### src/rtl/qmmf_pkg.sv
package qmmf_pkg;

   localparam logic [7:0] PIX_MAX = 8'hFF;

   localparam logic [2:0]  FILTER_SIZE_RESET  = 3'd2;
   localparam logic [10:0] FRAME_WIDTH_RESET  = 11'd640;
   localparam logic [10:0] FRAME_HEIGHT_RESET = 11'd480;

   typedef enum logic [1:0] {
      CSR_FILTER_SIZE  = 2'd0,
      CSR_FRAME_WIDTH  = 2'd1,
      CSR_FRAME_HEIGHT = 2'd2,
      CSR_UNUSED       = 2'd3
   } csr_index_type;

   // minima of one window column over the lower and upper row spans
   typedef struct packed {
      logic [7:0] lo;
      logic [7:0] hi;
   } colmin_type;

   // one column's share of each quadrant, PIX_MAX where it lies outside
   typedef struct packed {
      logic [7:0] tl;
      logic [7:0] tr;
      logic [7:0] bl;
      logic [7:0] br;
   } quad_type;

   function automatic logic [7:0] min8(input logic [7:0] a, input logic [7:0] b);
      return (a < b) ? a : b;
   endfunction

   function automatic logic [7:0] max8(input logic [7:0] a, input logic [7:0] b);
      return (a > b) ? a : b;
   endfunction

endpackage

### src/rtl/qmmf_cell.sv
module qmmf_cell
   import qmmf_pkg::*;
#(
   parameter int CELL_IDX = 0,
   parameter int BW       = 2
) (
   input  logic           clock,
   input  logic           shift,
   input  logic [BW-1:0]  b,
   input  colmin_type     col_in,
   output colmin_type     col_out,
   output quad_type       quad
);

   localparam logic [BW+1:0] D = (BW+2)'(CELL_IDX);

   colmin_type col_ff;
   logic       right_side;
   logic       left_side;

   always_ff @(posedge clock) begin
      if (shift) begin
         col_ff <= col_in;
      end
   end

   always_comb begin
      right_side = D <= {2'b00, b};
      left_side  = (D >= {2'b00, b}) && (D <= {1'b0, b, 1'b0});
      quad.br = right_side ? col_ff.lo : PIX_MAX;
      quad.tr = right_side ? col_ff.hi : PIX_MAX;
      quad.bl = left_side  ? col_ff.lo : PIX_MAX;
      quad.tl = left_side  ? col_ff.hi : PIX_MAX;
   end

   assign col_out = col_ff;

endmodule

### config.mk
export PLATFORM = sky130hd
export DESIGN_NAME = qmmf_cell
export DESIGN_NICKNAME = d
export VERILOG_FILES = /design/src/rtl/qmmf_pkg.sv /design/src/rtl/qmmf_cell.sv
export SDC_FILE = /design/constraint.sdc
export NUM_CORES = 1
export LEC_CHECK = 0
export BUFFER_PORTS_ARGS = -buffer_cell sky130_fd_sc_hd__buf_4
export CAP_MARGIN = 15
export CORE_MARGIN = 1.5
export CORE_UTILIZATION = 32
export CTS_CLUSTER_DIAMETER = 120
export DETAILED_ROUTE_END_ITERATION = 16
export HOLD_SLACK_MARGIN = 0.06
export PLACE_DENSITY = 0.77
export SETUP_SLACK_MARGIN = 0.02
export SKIP_LAST_GASP = 1
export SYNTH_ARGS = -nofsm -noshare
export SYNTH_HDL_FRONTEND = slang
export SYNTH_SLANG_ARGS = --single-unit
### constraint.sdc
create_clock -name clock -period 0.95 [get_ports clock]
set_clock_uncertainty 0.1 [all_clocks]
set_input_delay 0.0475 -clock clock [delete_from_list [all_inputs] [get_ports clock]]
set_output_delay 0.0475 -clock clock [all_outputs]
set_load 0.01 [all_outputs]
==> metrics.md <==
| Metric | Value |
|---|---|
| Die X-Extent | `50.54 µm` |
| Critical Path AT | `~1.3 ns` |
| Largest net degree at the start of global routing | `17` |
| Area delta synth->final | `138.6%` |
| Setup TNS | `-12.42 ns` |
| Relative slew slack | `87.42%` |
| RSZ-0062 raised after global routing | `yes` |
| Register area | `between 400 and 500 µm²` |
| Ports | `68` |
| Fmax | `around 0.72 GHz` |
| TritonCTS Buffers | `3` |
| Element type at the critical path start | `register` |
| Initial core utilization | `around 33%` |
| Inserted Diodes | `0` |
| CTS tree | `yes` |
| Routed vias | `824` |
| WL per Instance | `22.72 µm` |
| Vias per inst | `about 5.0` |
| Post-synthesis sequential area ratio | `approximately two thirds` |
| GPL Wtd Cong | `about 0.69` |
| Placed inst area | `0.001319 mm²` |
| Placed insts | `~140` |
| Class of the worst hold path | `in -> reg` |
| Crit end category | `primary output` |
| Leakage Power | `~0.75 nW` |
| Tmin final | `approximately 1.4 ns` |
| Fin nets | `157` |
| Setup CP Type | `reg -> out` |
| Yosys cell types | `6` |
| Pins Over Slew Limit | `0` |
| Final ANT Viol Nets | `0` |
| Failing checks | `negative setup slack` |
| Initial antenna violation count | `0` |
| Clock Pin Slew Worst Setup and Hold Paths | `~0.12 ns` |
| Synthesis Warnings | `0` |
| Vias in the first global route | `about 880` |
| Worst-Margin Slew | `0.1887 ns` |
| DIE AREA | `0.002554 mm²` |
| First-pass GRT wire length | `roughly 4800 µm` |
| Final std cells w/o fill | `about 160` |
| GRT Util Overall | `26.70%` |
| Flops & latches, synth | `16` |
| # clock sinks | `16` |
| Iter 0 DRT Violations | `32` |
| Clock root cell | `clkbuf_4` |
| Post-synthesis cell area | `723.2 µm²` |
| Gr ovfl total | `0` |
| DR DRC count | `0` |
| Average cell area after synthesis | `14.46 µm²` |
| PD cells | `about 1200 mW/mm²` |
| Max FFs per register | `16` |
| Period utilization | `146.9%` |
| Row count | `17` |
| Filler cell count | `roughly 120` |
| Final Hold Vio Count | `0` |
| Core footprint | `0.002170 mm²` |
| Detailed Routing Iterations Pass 1 | `4` |
| Die height | `approximately 50 µm` |
| Syn Inst Count | `50` |
| Wirelength, routed | `3726 µm` |
| Proportion of layout cells with a drive suffix above 1 | `between 70% and 80%` |
| Final setup fails | `48` |
| Hpwl dp | `approximately 1600 µm` |
| WP data required | `0.80 ns` |
| Critical path fanouts, max | `2` |
| Clk buf depth | `2` |
| Status | `finished with violations` |
| Area of the multi-input gates | `180.2 µm²` |
| Setup slack after layout | `-0.4455 ns` |
| H-tree levels | `1` |
| Fin area | `roughly 0.0017 mm²` |
| Syn_nets | `70` |
| MaxCap Viol Count | `0` |
| Port bufs | `67` |
| IR Drop Worst-Case VDD | `roughly 1.2 mV` |
-- metal layers --
metal	up-vias	track usage [%]	share of wire (%)
met5	-	0	0
met4	0	8.108	1.6
met3	8	4.167	8.4
met2	59	49.56	52
met1	420	31.29	38
li1	337	-	-
-- power by group --
group / internal, mW / switching, mW
sequential: 0.841 / 0.0444
combinational: 0.457 / 0.287
clock: 0.153 / 0.243
total: 1.45 / 0.574
-- critical path, stage by stage, from the launching register on --
cell	delay (ns)
edfxtp_1	0.46
or3_4	0.37
buf_6	0.14
-- logic make-up after synthesis --
| logic type | count (synthesis) | synth area share, % |
|---|---|---|
| buffers and inverters | 18 | 18.69 |
| AND/OR/NAND/NOR | 16 | 14.88 |
| flip-flops | 16 | 66.44 |
-- Yosys cell counts (all sizes together) --
library cell	number	area share, %
clkbuf	1	0.52
buf	17	18
edfxtp	16	66
or3	16	15
-- final timing paths --
check                                    to  depth (start not counted)                   from  slack, ns
worst max-delay path               quad[10]                          2  col_out[10]$_DFFE_PP_      -0.45
worst min-delay path  col_out[14]$_DFFE_PP_                          2             col_in[14]       0.37
-- layout make-up --
class	count	share of cell area (%)
Clock buffer	3	1.305
Clock inverter	1	0.2175
Multi-Input combinational cell	16	10.44
Sequential cell	16	27.85
Tap cell	28	2.030
Timing Repair Buffer	100	58.16
-- per-stage QoR --
step | utilization [%] | hold WS, ns | setup WS (ns) | power (mW)
floorplan | - | 0.04637 | -0.02311 | 1.101
global placement | 60.78 | 0.1257 | -0.08081 | 1.388
detailed placement | 60.78 | 0.1268 | -0.09063 | 1.400
CTS | 76.76 | 0.3653 | -0.3772 | 1.911
global route | 79.53 | 0.3694 | -0.4585 | 2.090
finish | 79.53 | 0.3700 | -0.4455 | 2.025
-- placed cells by master (no fill, tap or decap) --
cell and instances:
edfxtp_1 16, buf_4 27, clkbuf_4 3, buf_6 56, or3_4 16, dlygate4sd3_1 17
clkinv_1 1
-- what timing repair did --
item | in CTS | in global routing
buffers inserted | 9 | 8
hold buffers | 17 | 0
endpoints found under the hold margin | 32 | 0
pin swaps | 10 | 0
resized for setup | 38 | 24
endpoints found under the setup margin | 48 | 64
Note: power is estimated with default switching activity, not from simulation.
